--- config.mk ---
export PLATFORM = sky130hd
export DESIGN_NAME = smoothed_gain_peak_limiter
export DESIGN_NICKNAME = d
export VERILOG_FILES = /design/src/rtl/sgpl_pkg.sv /design/src/rtl/sgpl_div.sv /design/src/rtl/sgpl_dp.sv /design/src/rtl/sgpl_ctrl.sv /design/src/rtl/smoothed_gain_peak_limiter.sv
export SDC_FILE = /design/constraint.sdc
export NUM_CORES = 2
export LEC_CHECK = 0
export BUFFER_PORTS_ARGS = -buffer_cell sky130_fd_sc_hd__buf_2
export CAP_MARGIN = 20
export CELL_PAD_IN_SITES_DETAIL_PLACEMENT = 0
export CELL_PAD_IN_SITES_GLOBAL_PLACEMENT = 1
export CORE_ASPECT_RATIO = 0.75
export CORE_MARGIN = 4
export CORE_UTILIZATION = 50
export CTS_BUF_LIST = sky130_fd_sc_hd__clkbuf_2 sky130_fd_sc_hd__clkbuf_4 sky130_fd_sc_hd__clkbuf_8
export DETAILED_ROUTE_END_ITERATION = 8
export PLACE_DENSITY_LB_ADDON = 0.1
export SYNTH_ARGS = -nofsm -noshare
export SYNTH_HDL_FRONTEND = slang
export SYNTH_SLANG_ARGS = --single-unit
--- constraint.sdc ---
create_clock -name clock -period 20.1 [get_ports clock]
set_input_delay 3.015 -clock clock [delete_from_list [all_inputs] [get_ports clock]]
set_output_delay 3.015 -clock clock [all_outputs]
set_load 0.01 [all_outputs]
--- src/rtl/sgpl_pkg.sv ---
`timescale 1ns / 1ps
`default_nettype none

package sgpl_pkg;

   localparam int SAMPLE_BITS_DEF    = 16;
   localparam int COEF_FRAC_BITS_DEF = 16;

   localparam int LVL_BITS   = 15;
   localparam int COEF_BITS  = 17;
   localparam int GAIN_BITS  = 17;
   localparam int CEIL_SHIFT = 16;
   localparam int CEIL_BITS  = LVL_BITS + CEIL_SHIFT;
   localparam int OUT_SHIFT  = 16;

   localparam logic [GAIN_BITS-1:0] GAIN_ONE = 17'h10000;

   localparam logic [LVL_BITS-1:0]  THRESHOLD_RST = 15'd32767;
   localparam logic [LVL_BITS-1:0]  CEILING_RST   = 15'd32767;
   localparam logic [COEF_BITS-1:0] ATTACK_RST    = 17'd65536;
   localparam logic [COEF_BITS-1:0] RELEASE_RST   = 17'd66;

   localparam int CSR_IDX_BITS  = 2;
   localparam int CSR_DATA_BITS = 17;
   localparam logic [CSR_IDX_BITS-1:0] CSR_THRESHOLD = 2'd0;
   localparam logic [CSR_IDX_BITS-1:0] CSR_CEILING   = 2'd1;
   localparam logic [CSR_IDX_BITS-1:0] CSR_ATTACK    = 2'd2;
   localparam logic [CSR_IDX_BITS-1:0] CSR_RELEASE   = 2'd3;

   typedef struct packed {
      logic load;
      logic set_unity;
      logic pass;
      logic prod;
      logic tgt_unity;
      logic tgt_gain;
      logic div_start;
      logic tgt_quot;
      logic smul;
      logic sadd;
      logic omul;
      logic oset;
   } dp_cmd_type;

   typedef struct packed {
      logic cmd_reset;
      logic cfg_err;
      logic above;
      logic over;
      logic div_done;
   } dp_status_type;

endpackage

`default_nettype wire

--- src/rtl/sgpl_div.sv ---
`timescale 1ns / 1ps
`default_nettype none

module sgpl_div #(
   parameter int DIVISOR_BITS = sgpl_pkg::SAMPLE_BITS_DEF
) (
   input  wire logic                           clock,
   input  wire logic                           reset,
   input  wire logic                           start,
   input  wire logic [sgpl_pkg::CEIL_BITS-1:0] dividend,
   input  wire logic [DIVISOR_BITS-1:0]        divisor,
   output logic      [sgpl_pkg::GAIN_BITS-1:0] quotient,
   output logic                                done
);

   localparam int QB   = sgpl_pkg::GAIN_BITS;
   localparam int DB   = sgpl_pkg::CEIL_BITS;
   localparam int RW   = (DIVISOR_BITS + 1 > DB - QB + 1) ? DIVISOR_BITS + 1 : DB - QB + 1;
   localparam int CNTW = $clog2(QB + 1);

   logic [RW-1:0]   rem_ff, rem_in;
   logic [QB-1:0]   low_ff, low_in;
   logic [QB-1:0]   quot_ff, quot_in;
   logic [CNTW-1:0] cnt_ff, cnt_in;
   logic            busy_ff, busy_in;
   logic            done_ff, done_in;
   logic [RW-1:0]   trial;
   logic [RW-1:0]   div_ext;
   logic            ge;

   // quotient fits in QB bits, so the top dividend bits seed the remainder
   assign trial   = {rem_ff[RW-2:0], low_ff[QB-1]};
   assign div_ext = RW'(divisor);
   assign ge      = trial >= div_ext;

   always_comb begin
      rem_in  = rem_ff;
      low_in  = low_ff;
      quot_in = quot_ff;
      cnt_in  = cnt_ff;
      busy_in = busy_ff;
      done_in = 1'b0;
      if (start) begin
         rem_in  = RW'(dividend >> QB);
         low_in  = dividend[QB-1:0];
         cnt_in  = CNTW'(QB);
         busy_in = 1'b1;
      end else if (busy_ff) begin
         rem_in  = ge ? (trial - div_ext) : trial;
         low_in  = {low_ff[QB-2:0], 1'b0};
         quot_in = {quot_ff[QB-2:0], ge};
         cnt_in  = cnt_ff - 1'b1;
         if (cnt_ff == CNTW'(1)) begin
            busy_in = 1'b0;
            done_in = 1'b1;
         end
      end
   end

   always_ff @(posedge clock) begin
      if (reset) begin
         busy_ff <= 1'b0;
         done_ff <= 1'b0;
         cnt_ff  <= '0;
      end else begin
         busy_ff <= busy_in;
         done_ff <= done_in;
         cnt_ff  <= cnt_in;
      end
      rem_ff  <= rem_in;
      low_ff  <= low_in;
      quot_ff <= quot_in;
   end

   assign quotient = quot_ff;
   assign done     = done_ff;

   a_done_after_busy: assert property (@(posedge clock) disable iff (reset)
      done_ff |-> ($past(busy_ff) && !busy_ff))
      else $error("divider done without a running division");

endmodule

`default_nettype wire

--- src/rtl/sgpl_dp.sv ---
`timescale 1ns / 1ps
`default_nettype none

module sgpl_dp #(
   parameter int SAMPLE_BITS    = sgpl_pkg::SAMPLE_BITS_DEF,
   parameter int COEF_FRAC_BITS = sgpl_pkg::COEF_FRAC_BITS_DEF
) (
   input  wire logic                               clock,
   input  wire logic                               reset,
   input  wire sgpl_pkg::dp_cmd_type               cmd,
   output sgpl_pkg::dp_status_type                 status,
   input  wire logic                               csr_wr_en,
   input  wire logic [sgpl_pkg::CSR_IDX_BITS-1:0]  csr_index,
   input  wire logic [sgpl_pkg::CSR_DATA_BITS-1:0] csr_wdata,
   input  wire logic                               req_command,
   input  wire logic [SAMPLE_BITS-1:0]             req_sample,
   output logic      [SAMPLE_BITS-1:0]             res_sample,
   output logic      [sgpl_pkg::GAIN_BITS-1:0]     res_gain,
   output logic                                    res_err
);

   localparam int GB   = sgpl_pkg::GAIN_BITS;
   localparam int LB   = sgpl_pkg::LVL_BITS;
   localparam int CB   = sgpl_pkg::COEF_BITS;
   localparam int CMPW = (SAMPLE_BITS > LB) ? SAMPLE_BITS : LB;
   localparam int PW   = SAMPLE_BITS + GB;
   localparam int PCW  = (PW > sgpl_pkg::CEIL_BITS) ? PW : sgpl_pkg::CEIL_BITS;
   localparam int CWD  = (COEF_FRAC_BITS + 1 > CB) ? COEF_FRAC_BITS + 1 : CB;
   localparam int SW   = CWD + GB + 2;
   localparam int OW   = SAMPLE_BITS + GB + 1;

   logic [LB-1:0]                 thr_ff, ceil_ff;
   logic [CB-1:0]                 atk_ff, rel_ff;
   logic [GB-1:0]                 gain_ff, gain_in;
   logic signed [SAMPLE_BITS-1:0] x_ff;
   logic [SAMPLE_BITS-1:0]        mag_ff, mag_in;
   logic                          cmd_ff, err_ff;
   logic [PW-1:0]                 prod_ff;
   logic [GB-1:0]                 target_ff;
   logic signed [SW-1:0]          step_ff, step_in;
   logic signed [OW-1:0]          oprod_ff, oprod_in;
   logic [SAMPLE_BITS-1:0]        res_sample_ff;

   logic                          cfg_err;
   logic                          above;
   logic                          over;
   logic [sgpl_pkg::CEIL_BITS-1:0] ceil_sh;
   logic [CB-1:0]                 coef_raw;
   logic [CWD-1:0]                coef_ext, coef_one, coef_sat;
   logic signed [GB:0]            diff;
   logic signed [SW-1:0]          step_sh, gain_sw, ng;
   logic signed [OW-1:0]          y_full;
   logic [GB-1:0]                 quot;
   logic                          div_done;

   assign mag_in  = req_sample[SAMPLE_BITS-1] ? SAMPLE_BITS'(~req_sample + 1'b1) : req_sample;
   assign cfg_err = (ceil_ff < thr_ff) || (thr_ff == '0);
   assign above   = CMPW'(mag_ff) > CMPW'(thr_ff);
   assign ceil_sh = {ceil_ff, {sgpl_pkg::CEIL_SHIFT{1'b0}}};
   assign over    = PCW'(prod_ff) > PCW'(ceil_sh);

   // coefficients above one saturate to one
   assign coef_raw = above ? atk_ff : rel_ff;
   assign coef_ext = CWD'(coef_raw);
   assign coef_one = CWD'(1) << COEF_FRAC_BITS;
   assign coef_sat = (coef_ext > coef_one) ? coef_one : coef_ext;
   assign diff     = $signed({1'b0, target_ff}) - $signed({1'b0, gain_ff});
   assign step_in  = $signed({1'b0, coef_sat}) * diff;

   assign step_sh = step_ff >>> COEF_FRAC_BITS;
   assign gain_sw = signed'(SW'(gain_ff));
   assign ng      = gain_sw + step_sh;

   always_comb begin
      gain_in = gain_ff;
      if (cmd.set_unity) begin
         gain_in = sgpl_pkg::GAIN_ONE;
      end else if (cmd.sadd) begin
         priority if (ng[SW-1]) begin
            gain_in = '0;
         end else if (ng > signed'(SW'(sgpl_pkg::GAIN_ONE))) begin
            gain_in = sgpl_pkg::GAIN_ONE;
         end else begin
            gain_in = ng[GB-1:0];
         end
      end
   end

   assign oprod_in = x_ff * $signed({1'b0, gain_ff});
   assign y_full   = oprod_ff >>> sgpl_pkg::OUT_SHIFT;

   sgpl_div #(
      .DIVISOR_BITS(SAMPLE_BITS)
   ) u_div (
      .clock    (clock),
      .reset    (reset),
      .start    (cmd.div_start),
      .dividend (ceil_sh),
      .divisor  (mag_ff),
      .quotient (quot),
      .done     (div_done)
   );

   always_ff @(posedge clock) begin
      if (reset) begin
         thr_ff  <= sgpl_pkg::THRESHOLD_RST;
         ceil_ff <= sgpl_pkg::CEILING_RST;
         atk_ff  <= sgpl_pkg::ATTACK_RST;
         rel_ff  <= sgpl_pkg::RELEASE_RST;
         gain_ff <= sgpl_pkg::GAIN_ONE;
      end else begin
         gain_ff <= gain_in;
         if (csr_wr_en) begin
            unique case (csr_index)
               sgpl_pkg::CSR_THRESHOLD: thr_ff  <= csr_wdata[LB-1:0];
               sgpl_pkg::CSR_CEILING:   ceil_ff <= csr_wdata[LB-1:0];
               sgpl_pkg::CSR_ATTACK:    atk_ff  <= csr_wdata[CB-1:0];
               sgpl_pkg::CSR_RELEASE:   rel_ff  <= csr_wdata[CB-1:0];
            endcase
         end
      end
   end

   always_ff @(posedge clock) begin
      if (cmd.load) begin
         x_ff   <= signed'(req_sample);
         mag_ff <= mag_in;
         cmd_ff <= req_command;
         err_ff <= cfg_err;
      end
      if (cmd.prod) begin
         prod_ff <= mag_ff * gain_ff;
      end
      priority if (cmd.tgt_unity) begin
         target_ff <= sgpl_pkg::GAIN_ONE;
      end else if (cmd.tgt_gain) begin
         target_ff <= gain_ff;
      end else if (cmd.tgt_quot) begin
         target_ff <= quot;
      end
      if (cmd.smul) begin
         step_ff <= step_in;
      end
      if (cmd.omul) begin
         oprod_ff <= oprod_in;
      end
      priority if (cmd.set_unity) begin
         res_sample_ff <= '0;
      end else if (cmd.pass) begin
         res_sample_ff <= x_ff;
      end else if (cmd.oset) begin
         res_sample_ff <= y_full[SAMPLE_BITS-1:0];
      end
   end

   assign status.cmd_reset = cmd_ff;
   assign status.cfg_err   = err_ff;
   assign status.above     = above;
   assign status.over      = over;
   assign status.div_done  = div_done;

   assign res_sample = res_sample_ff;
   assign res_gain   = gain_ff;
   assign res_err    = err_ff;

   a_gain_bounded: assert property (@(posedge clock) disable iff (reset)
      gain_ff <= sgpl_pkg::GAIN_ONE)
      else $error("gain above unity");

   a_quot_below_gain: assert property (@(posedge clock) disable iff (reset)
      cmd.tgt_quot |-> (quot < gain_ff))
      else $error("limiting target not below current gain");

endmodule

`default_nettype wire

--- src/rtl/sgpl_ctrl.sv ---
`timescale 1ns / 1ps
`default_nettype none

module sgpl_ctrl (
   input  wire logic                    clock,
   input  wire logic                    reset,
   input  wire logic                    req_valid,
   input  wire logic                    out_free,
   input  wire sgpl_pkg::dp_status_type status,
   output sgpl_pkg::dp_cmd_type         cmd,
   output logic                         in_ready,
   output logic                         out_load
);

   localparam logic [3:0] ST_IDLE   = 4'd0;
   localparam logic [3:0] ST_EVAL   = 4'd1;
   localparam logic [3:0] ST_CMP    = 4'd2;
   localparam logic [3:0] ST_DIV    = 4'd3;
   localparam logic [3:0] ST_SMUL   = 4'd4;
   localparam logic [3:0] ST_SADD   = 4'd5;
   localparam logic [3:0] ST_OMUL   = 4'd6;
   localparam logic [3:0] ST_OSET   = 4'd7;
   localparam logic [3:0] ST_FINISH = 4'd8;

   logic [3:0] state_ff, state_in;

   assign in_ready = (state_ff == ST_IDLE);

   always_comb begin
      cmd      = '0;
      out_load = 1'b0;
      state_in = state_ff;
      unique case (state_ff)
         ST_IDLE: begin
            if (req_valid) begin
               cmd.load = 1'b1;
               state_in = ST_EVAL;
            end
         end
         ST_EVAL: begin
            priority if (status.cmd_reset) begin
               cmd.set_unity = 1'b1;
               state_in      = ST_FINISH;
            end else if (status.cfg_err) begin
               cmd.pass = 1'b1;
               state_in = ST_FINISH;
            end else if (status.above) begin
               cmd.prod = 1'b1;
               state_in = ST_CMP;
            end else begin
               cmd.tgt_unity = 1'b1;
               state_in      = ST_SMUL;
            end
         end
         ST_CMP: begin
            if (status.over) begin
               cmd.div_start = 1'b1;
               state_in      = ST_DIV;
            end else begin
               cmd.tgt_gain = 1'b1;
               state_in     = ST_SMUL;
            end
         end
         ST_DIV: begin
            if (status.div_done) begin
               cmd.tgt_quot = 1'b1;
               state_in     = ST_SMUL;
            end
         end
         ST_SMUL: begin
            cmd.smul = 1'b1;
            state_in = ST_SADD;
         end
         ST_SADD: begin
            cmd.sadd = 1'b1;
            state_in = ST_OMUL;
         end
         ST_OMUL: begin
            cmd.omul = 1'b1;
            state_in = ST_OSET;
         end
         ST_OSET: begin
            cmd.oset = 1'b1;
            state_in = ST_FINISH;
         end
         ST_FINISH: begin
            // hold until the output register can take the result
            if (out_free) begin
               out_load = 1'b1;
               state_in = ST_IDLE;
            end
         end
         default: begin
            state_in = ST_IDLE;
         end
      endcase
   end

   always_ff @(posedge clock) begin
      if (reset) begin
         state_ff <= ST_IDLE;
      end else begin
         state_ff <= state_in;
      end
   end

endmodule

`default_nettype wire

--- src/rtl/smoothed_gain_peak_limiter.sv ---
`timescale 1ns / 1ps
`default_nettype none

// A gain reset or a bad configuration goes from evaluation straight to the finish state; at
// or below threshold a request passes the step multiply, step add, output multiply and output
// set states, and above it a ceiling compare comes first; when limiting, the 17-step restoring
// divider for ceiling/magnitude runs before the step states. One request is in work
// at a time; the next is accepted once the result moves into the output register.
// Synchronous reset: gain returns to unity, registers to their defaults, no result pending.
module smoothed_gain_peak_limiter #(
   parameter int SAMPLE_BITS    = sgpl_pkg::SAMPLE_BITS_DEF,
   parameter int COEF_FRAC_BITS = sgpl_pkg::COEF_FRAC_BITS_DEF
) (
   input  wire logic                                     clock,
   input  wire logic                                     reset,
   input  wire logic                                     req_tvalid,
   output logic                                          req_tready,
   // [SAMPLE_BITS-1:0] sample_in, rest zero
   input  wire logic [((SAMPLE_BITS + 7) / 8) * 8 - 1:0] req_tdata,
   // [0] command
   input  wire logic                                     req_tuser,
   output logic                                          rsp_tvalid,
   input  wire logic                                     rsp_tready,
   // [SAMPLE_BITS-1:0] sample_out, [SAMPLE_BITS+16:SAMPLE_BITS] gain_now, rest zero
   output logic [((SAMPLE_BITS + sgpl_pkg::GAIN_BITS + 7) / 8) * 8 - 1:0] rsp_tdata,
   // [0] config_error
   output logic                                          rsp_tuser,
   input  wire logic                                     csr_wr_en,
   input  wire logic [sgpl_pkg::CSR_IDX_BITS-1:0]        csr_index,
   input  wire logic [sgpl_pkg::CSR_DATA_BITS-1:0]       csr_wdata
);

   localparam int GB    = sgpl_pkg::GAIN_BITS;
   localparam int RSP_W = ((SAMPLE_BITS + GB + 7) / 8) * 8;

   sgpl_pkg::dp_cmd_type    cmd;
   sgpl_pkg::dp_status_type status;

   logic [SAMPLE_BITS-1:0] res_sample;
   logic [GB-1:0]          res_gain;
   logic                   res_err;
   logic                   out_load;
   logic                   out_free;

   logic                   out_valid_ff, out_valid_in;
   logic [SAMPLE_BITS-1:0] out_sample_ff;
   logic [GB-1:0]          out_gain_ff;
   logic                   out_err_ff;

   assign out_free     = !out_valid_ff || rsp_tready;
   assign out_valid_in = out_load || (out_valid_ff && !rsp_tready);

   sgpl_ctrl u_ctrl (
      .clock     (clock),
      .reset     (reset),
      .req_valid (req_tvalid),
      .out_free  (out_free),
      .status    (status),
      .cmd       (cmd),
      .in_ready  (req_tready),
      .out_load  (out_load)
   );

   sgpl_dp #(
      .SAMPLE_BITS    (SAMPLE_BITS),
      .COEF_FRAC_BITS (COEF_FRAC_BITS)
   ) u_dp (
      .clock       (clock),
      .reset       (reset),
      .cmd         (cmd),
      .status      (status),
      .csr_wr_en   (csr_wr_en),
      .csr_index   (csr_index),
      .csr_wdata   (csr_wdata),
      .req_command (req_tuser),
      .req_sample  (req_tdata[SAMPLE_BITS-1:0]),
      .res_sample  (res_sample),
      .res_gain    (res_gain),
      .res_err     (res_err)
   );

   always_ff @(posedge clock) begin
      if (reset) begin
         out_valid_ff <= 1'b0;
      end else begin
         out_valid_ff <= out_valid_in;
      end
      if (out_load) begin
         out_sample_ff <= res_sample;
         out_gain_ff   <= res_gain;
         out_err_ff    <= res_err;
      end
   end

   assign rsp_tvalid = out_valid_ff;
   assign rsp_tdata  = RSP_W'({out_gain_ff, out_sample_ff});
   assign rsp_tuser  = out_err_ff;

   a_no_overwrite: assert property (@(posedge clock) disable iff (reset)
      out_load |-> out_free)
      else $error("result loaded over a pending response");

   a_idle_when_accepting: assert property (@(posedge clock) disable iff (reset)
      (req_tvalid && req_tready) |-> !out_load)
      else $error("request accepted while a result is being loaded");

endmodule

`default_nettype wire
After elaboration in Yosys (flattened, before gate mapping)
Index checks and enable logic that the tools add are counted.
Cells by class
  reduce and logical (&&, ||, !) cells: 21
  equal/unequal tests: 15
  bitwise operators: 3
  multiply operators: 3
  add/sub/neg operators: 5
  order comparisons: 6
  muxes and demuxes: 48
Operators by type and width (count)
  17-bit two-way mux: 8
  16-bit two-way mux: 3
  36-bit by 18-bit greater-than comparator with 1-bit output, second input constant: 1
  18-bit by 18-bit multiplier with 36-bit output: 1
  4-bit case mux with 9 select lines: 1
  33-bit by 31-bit greater-than comparator with 1-bit output: 1
  16-bit by 17-bit multiplier with 33-bit output: 1
  16-bit by 18-bit multiplier with 32-bit output: 1
  14-bit two-way mux: 2
  4-bit two-way mux: 6
  18-bit by 20-bit adder with 21-bit output: 1
  1-bit two-way mux: 20
  17-bit by 17-bit subtractor with 18-bit output: 1
  17-bit by 16-bit >= comparator with 1-bit output: 1
  17-bit greater-than comparator, second input constant: 1
  16-bit by 1-bit adder with 16-bit output, second input constant: 1
  4-bit by 3-bit equality test with 1-bit output, second input constant: 4
  16-bit by 15-bit greater-than comparator with 1-bit output: 1
  16-bit inverter: 1
  16-bit subtractor: 1
  15-bit zero test: 1
  15-bit < comparator: 1
  15-bit two-way mux: 1
  5-bit two-way mux: 2
  other kinds (22): 39
Storage, ports and cells
  input bits: 41
  bits in registers: 329
  word-level logic and storage cells: 129

Longest topological paths before layout
  depth after elaboration: 6
  gate-level depth with buffers: 36
  gate-level depth less buffers: 34

By module
A second synthesis with hierarchy kept.
Second synthesis, totals
  cell total of the unflattened synthesis: 4560
  area total of the unflattened synthesis: 42388.2 µm²
By module, submodules not included
  sgpl_dp: cells an instance 4167, instances 1, area an instance 37624.8 µm², seq. area each 5345.1 µm²
  sgpl_div: cells an instance 290, instances 1, area an instance 3230.6 µm², seq. area each 1621.6 µm²
  smoothed_gain_peak_limiter: cells an instance 46, instances 1, area an instance 1123.6 µm², seq. area each 1041.0 µm²
  sgpl_ctrl: cells an instance 57, instances 1, area an instance 409.1 µm², seq. area each 80.1 µm²

Worst setup path before layout
No wires, ideal clock.
  path kind: reg2reg
  start: register u_dp.gain_ff[1] (netlist: u_dp.res_gain[1])
  end: register u_dp.step_ff[35], data pin
  path slack: 11.791 ns
  stages on the path, launching flop included: 31
  library setup time: 0.267 ns
  path buffers: 1
  arrival: 8.042 ns
  clock period less this slack: 8.309 ns
  cells stage by stage: dfxtp_1 -> inv_1 -> clkbuf_1 -> fa_1 -> a21o_1 -> a21oi_1 -> o21bai_1 -> a211oi_1 -> o31a_1 -> a21oi_2 -> mux2i_1 -> nor4b_2 -> nor2_1 -> fa_1 -> fa_1 -> inv_1 -> fa_1 -> fa_1 -> inv_1 -> fa_1 -> ha_1 -> ha_1 -> and3_1 -> nand2_1 -> and3b_1 -> o211ai_1 -> a2111oi_0 -> nor3_1 -> mux2_2 -> a211oi_1 -> xnor2_1
On the way
  word-level cells in the longest chain between the ends: 2
Ends and longest elaborated chain
  from (decl): line sgpl_dp.sv:34  | logic [GB-1:0] gain_ff, gain_in;
  from (signal assigned): line sgpl_dp.sv:110  | gain_ff <= sgpl_pkg::GAIN_ONE;
  from (signal assigned): line sgpl_dp.sv:112  | gain_ff <= gain_in;
  17-bit by 17-bit subtractor with 18-bit output: line sgpl_dp.sv:67  | assign diff = $signed({1'b0, target_ff}) - $signed({1'b0, gain_ff});
  18-bit by 18-bit multiplier with 36-bit output: line sgpl_dp.sv:68  | assign step_in = $signed({1'b0, coef_sat}) * diff;
  named net u_dp.step_in[35]: line sgpl_dp.sv:40  | logic signed [SW-1:0] step_ff, step_in;
  to (signal assigned): line sgpl_dp.sv:142  | step_ff <= step_in;
  to (decl): line sgpl_dp.sv:40
The timed path passes the listed nets, and every way through them passes these cells.
A chain may end at the register's enable or synchronous reset.

Final worst setup path
  start: register u_dp.mag_ff[14]
  end: register u_dp.step_ff[35], data pin
On the way
  word-level cells in the longest chain between the ends: 5
Ends and longest elaborated chain
  from (decl): line sgpl_dp.sv:36  | logic [SAMPLE_BITS-1:0] mag_ff, mag_in;
  from (signal assigned): line sgpl_dp.sv:127  | mag_ff <= mag_in;
  16-bit by 15-bit greater-than comparator with 1-bit output (*): line sgpl_dp.sv:58  | assign above = CMPW'(mag_ff) > CMPW'(thr_ff);
  17-bit two-way mux (*): line sgpl_dp.sv:63  | assign coef_raw = above ? atk_ff : rel_ff;
  17-bit greater-than comparator: line sgpl_dp.sv:66  | assign coef_sat = (coef_ext > coef_one) ? coef_one : coef_ext;
  17-bit two-way mux (*): line sgpl_dp.sv:66
  18-bit by 18-bit multiplier with 36-bit output (*): line sgpl_dp.sv:68
  named net u_dp.step_in[35]: line sgpl_dp.sv:40
Mark *: on every way through the listed nets, which the timed path passes. The rest lies on a longest branch.

==> results.json <==
{
  "cp-end-kind": "flip-flop",
  "grt_first_pass_wirelength_um": 194200,
  "grt_pass1_vias": 31014,
  "synthFlopType": "edfxtp_1",
  "grt_overflow_total": 0,
  "drt-total-wl_um": 125600,
  "drt-pass1-iter-count": 6,
  "worstHoldPathType": "reg2reg",
  "vias": 30940,
  "r2r_end": "u_dp.step_ff[35]",
  "yosysSeqAreaShare_pct": 18.27,
  "switching_share_pct": 48.78,
  "clock_sinks": 296,
  "crit_fanout": 36,
  "antenna_found_initial": 5,
  "worst_ep_arrival_time_ps": 10320,
  "seq_power_share_pct": 20.0,
  "power.internal_mw": 2.201,
  "yosysTopAreaCellShare_pct": 31.59,
  "nets": 5671,
  "synth_seq_cells": 296,
  "place_inst": 5595,
  "fin_cells": 5699,
  "cts_buffer_depth": 3,
  "power_frac_comb_pct": 65.1,
  "num_rows": 91,
  "r2r_start": "u_dp.mag_ff[14]",
  "postLayoutCoreUtil_pct": 53.87,
  "cts_tree": "done",
  "use_met2_pct": 38.46,
  "rsz0062_at_grt": "false",
  "grt_usage_pct": 29.11,
  "r2r_slack_ps": 10160,
  "crit_type": "reg2reg",
  "route.detailed.drc": 0,
  "required_ps": 20480,
  "power_mw": 4.297,
  "drive_gt1_share_pct": 6.767,
  "hold_viol_final": 0,
  "ctsHoldBuffers": 0,
  "p_leak_nw": 21.36,
  "die_area_um2": 88000,
  "drtIter0Drc": 2832,
  "holdPathStages": 0,
  "die_height_um": 257.9,
  "cts_made_buffers": 52,
  "ff2ff_path_depth": 27,
  "postRouteAntennaNets": 0,
  "dp_hpwl_um": 97200,
  "post-route-min-period_ps": 9937,
  "max_stage_delay_ps": 830,
  "synthTopCellsByCount": "872 x inv_1, 657 x fa_1, 596 x nand2_1",
  "syn_area_per_cell_um2": 9.193,
  "port_buffers": 76,
  "clkTransAtPathRegs_ps": 70,
  "grtUsageMet1_pct": 47.28,
  "synth_area_um2": 41630,
  "peakVddDrop_v": 0.0001238,
  "fmax_mhz": 100.6,
  "grt.met3_usage_pct": 8.863,
  "yosysMostFrequentCell": "inv_1",
  "initial_core_util_pct": 50.51,
  "maxCapViolCount": 0,
  "synth_top_cell_by_area": "fa_1",
  "placed_area_um2": 43150,
  "critPathLaunchType": "flip-flop",
  "hp-start": "u_dp.res_sample[6]",
  "setup_violations": 0,
  "worst_path_max_delay_cell": "nor2_1",
  "relSlewSlack_pct": 20.46,
  "yosys-top-cells-area": "fa_1 32%, ha_1 13%, edfxtp_1 12%",
  "synthArstFlopShare_pct": 0,
  "io_pins": 84,
  "setup_tns_ps": 0,
  "grt_max_degree": 73,
  "cts_max_level": 2,
  "powerDensity_nw_per_um2": 96.78,
  "gp_congestion": 0.9233,
  "power.switching_mw": 2.096,
  "vias_per_cell": 5.429,
  "root_buffer": "clkbuf_8",
  "syn_inst": 4529,
  "area_growth_pct": 6.653,
  "synth_cell_types": 86,
  "report.final.slew_viol_count": 0,
  "cts_resized": 0,
  "wire_per_inst_um": 22.04,
  "tightestPinTransition_ps": 1189,
  "cpMostUsedCell": "fa_1",
  "cts_setup_buffers": 0,
  "hold_end": "out_sample_ff[6]",
  "clock_latency_ps": 720,
  "die_x_um": 341.2,
  "top_usage_layer": "met1",
  "finalClockSkew_ps": 70.07,
  "synth_edf_count": 168,
  "coreArea_um2": 82430,
  "status": "complete, no violations",
  "p_clk_share_pct": 14.8,
  "fin_area_um2": 44410,
  "yosys_warnings": 0,
  "pre_cts_slack_ps": 10500,
  "worst_slack_ps": 10160,
  "holdWs_ps": 424.4,
  "period_share_pct": 49.44
}
[cells by family after synthesis]
logic type	after synthesis	synth area share (%)
other cells	1	0.009007
buf+inv	1075	9.836
mux	62	1.530
compound gates	492	7.985
xor+xnor	125	2.630
fa+ha+maj	1093	44.69
simple gates	1385	15.05
flops	296	18.27
[cells in the final DEF, fill, tap and decap left out, types with 60 or more instances in the layout]
| master | instances |
|---|---|
| a21oi_1 | 139 |
| nand2_1 | 596 |
| edfxtp_1 | 168 |
| and2_1 | 139 |
| inv_1 | 872 |
| o21ai_0 | 63 |
| xnor2_1 | 83 |
| dfxtp_1 | 128 |
| ha_1 | 436 |
| clkbuf_8 | 60 |
| buf_2 | 77 |
| nor2_1 | 375 |
| fa_1 | 657 |
[area by class of cell]
class	count	area, µm²
fillers	7783	38030
multi-input cells	3164	30020
flip-flops and latches	296	7607
inverters	886	3326
well taps	1116	1396
clock buffers	78	960.9
repair buffers	137	875.8
clock inverters	20	219.0
diodes	2	5.005
[how the worst max path moves through the flow]
stage                startpoint               end  slack, ps  depth (start not counted)
2_1_floorplan  u_dp.res_gain[1]  u_dp.step_ff[35]      11790                         30
3_3_place_gp    u_dp.mag_ff[14]  u_dp.step_ff[35]      10580                         27
3_5_place_dp    u_dp.mag_ff[14]  u_dp.step_ff[35]      10500                         27
4_1_cts         u_dp.mag_ff[14]  u_dp.step_ff[35]      10380                         27
5_1_grt         u_dp.mag_ff[14]  u_dp.step_ff[35]       9600                         27
6_report        u_dp.mag_ff[14]  u_dp.step_ff[35]      10160                         27
[metal layers]
metal  part of all wire [%]  vias up
met5                  0.016        -
met1                     50    15354
li1                       -    14267
met2                     38     1203
met4                    1.2        4
met3                     11      112
[power by group through the flow]
stage	clock network, mW	registers (mW)	logic (mW)
after floorplan	0	0.836	2.00
after CTS	0.653	0.858	2.77
final	0.638	0.860	2.80
after global routing	0.681	0.865	3.15
after global placement	0	0.869	2.75
after detailed placement	0	0.870	2.74
[sequential cells by signal, summed over array words and instances, names as in the netlist, 17 cells and up]
name,cells
u_dp.prod_ff,33
u_dp.step_ff,20
out_gain_ff,17
u_dp.atk_ff,17
u_dp.rel_ff,17
u_dp.res_gain,17
u_dp.target_ff,17
u_dp.u_div.quotient,17
[worst max-delay path: cells and delay by family, from the launching register on]
kind / cells / cell delay (ps)
buf+inv: 3 / 640
compound gates: 6 / 1130
fa+ha+maj: 8 / 3720
flops: 1 / 640
xor+xnor: 1 / 90
simple gates: 9 / 3370
(Power assumes the default switching activity.)
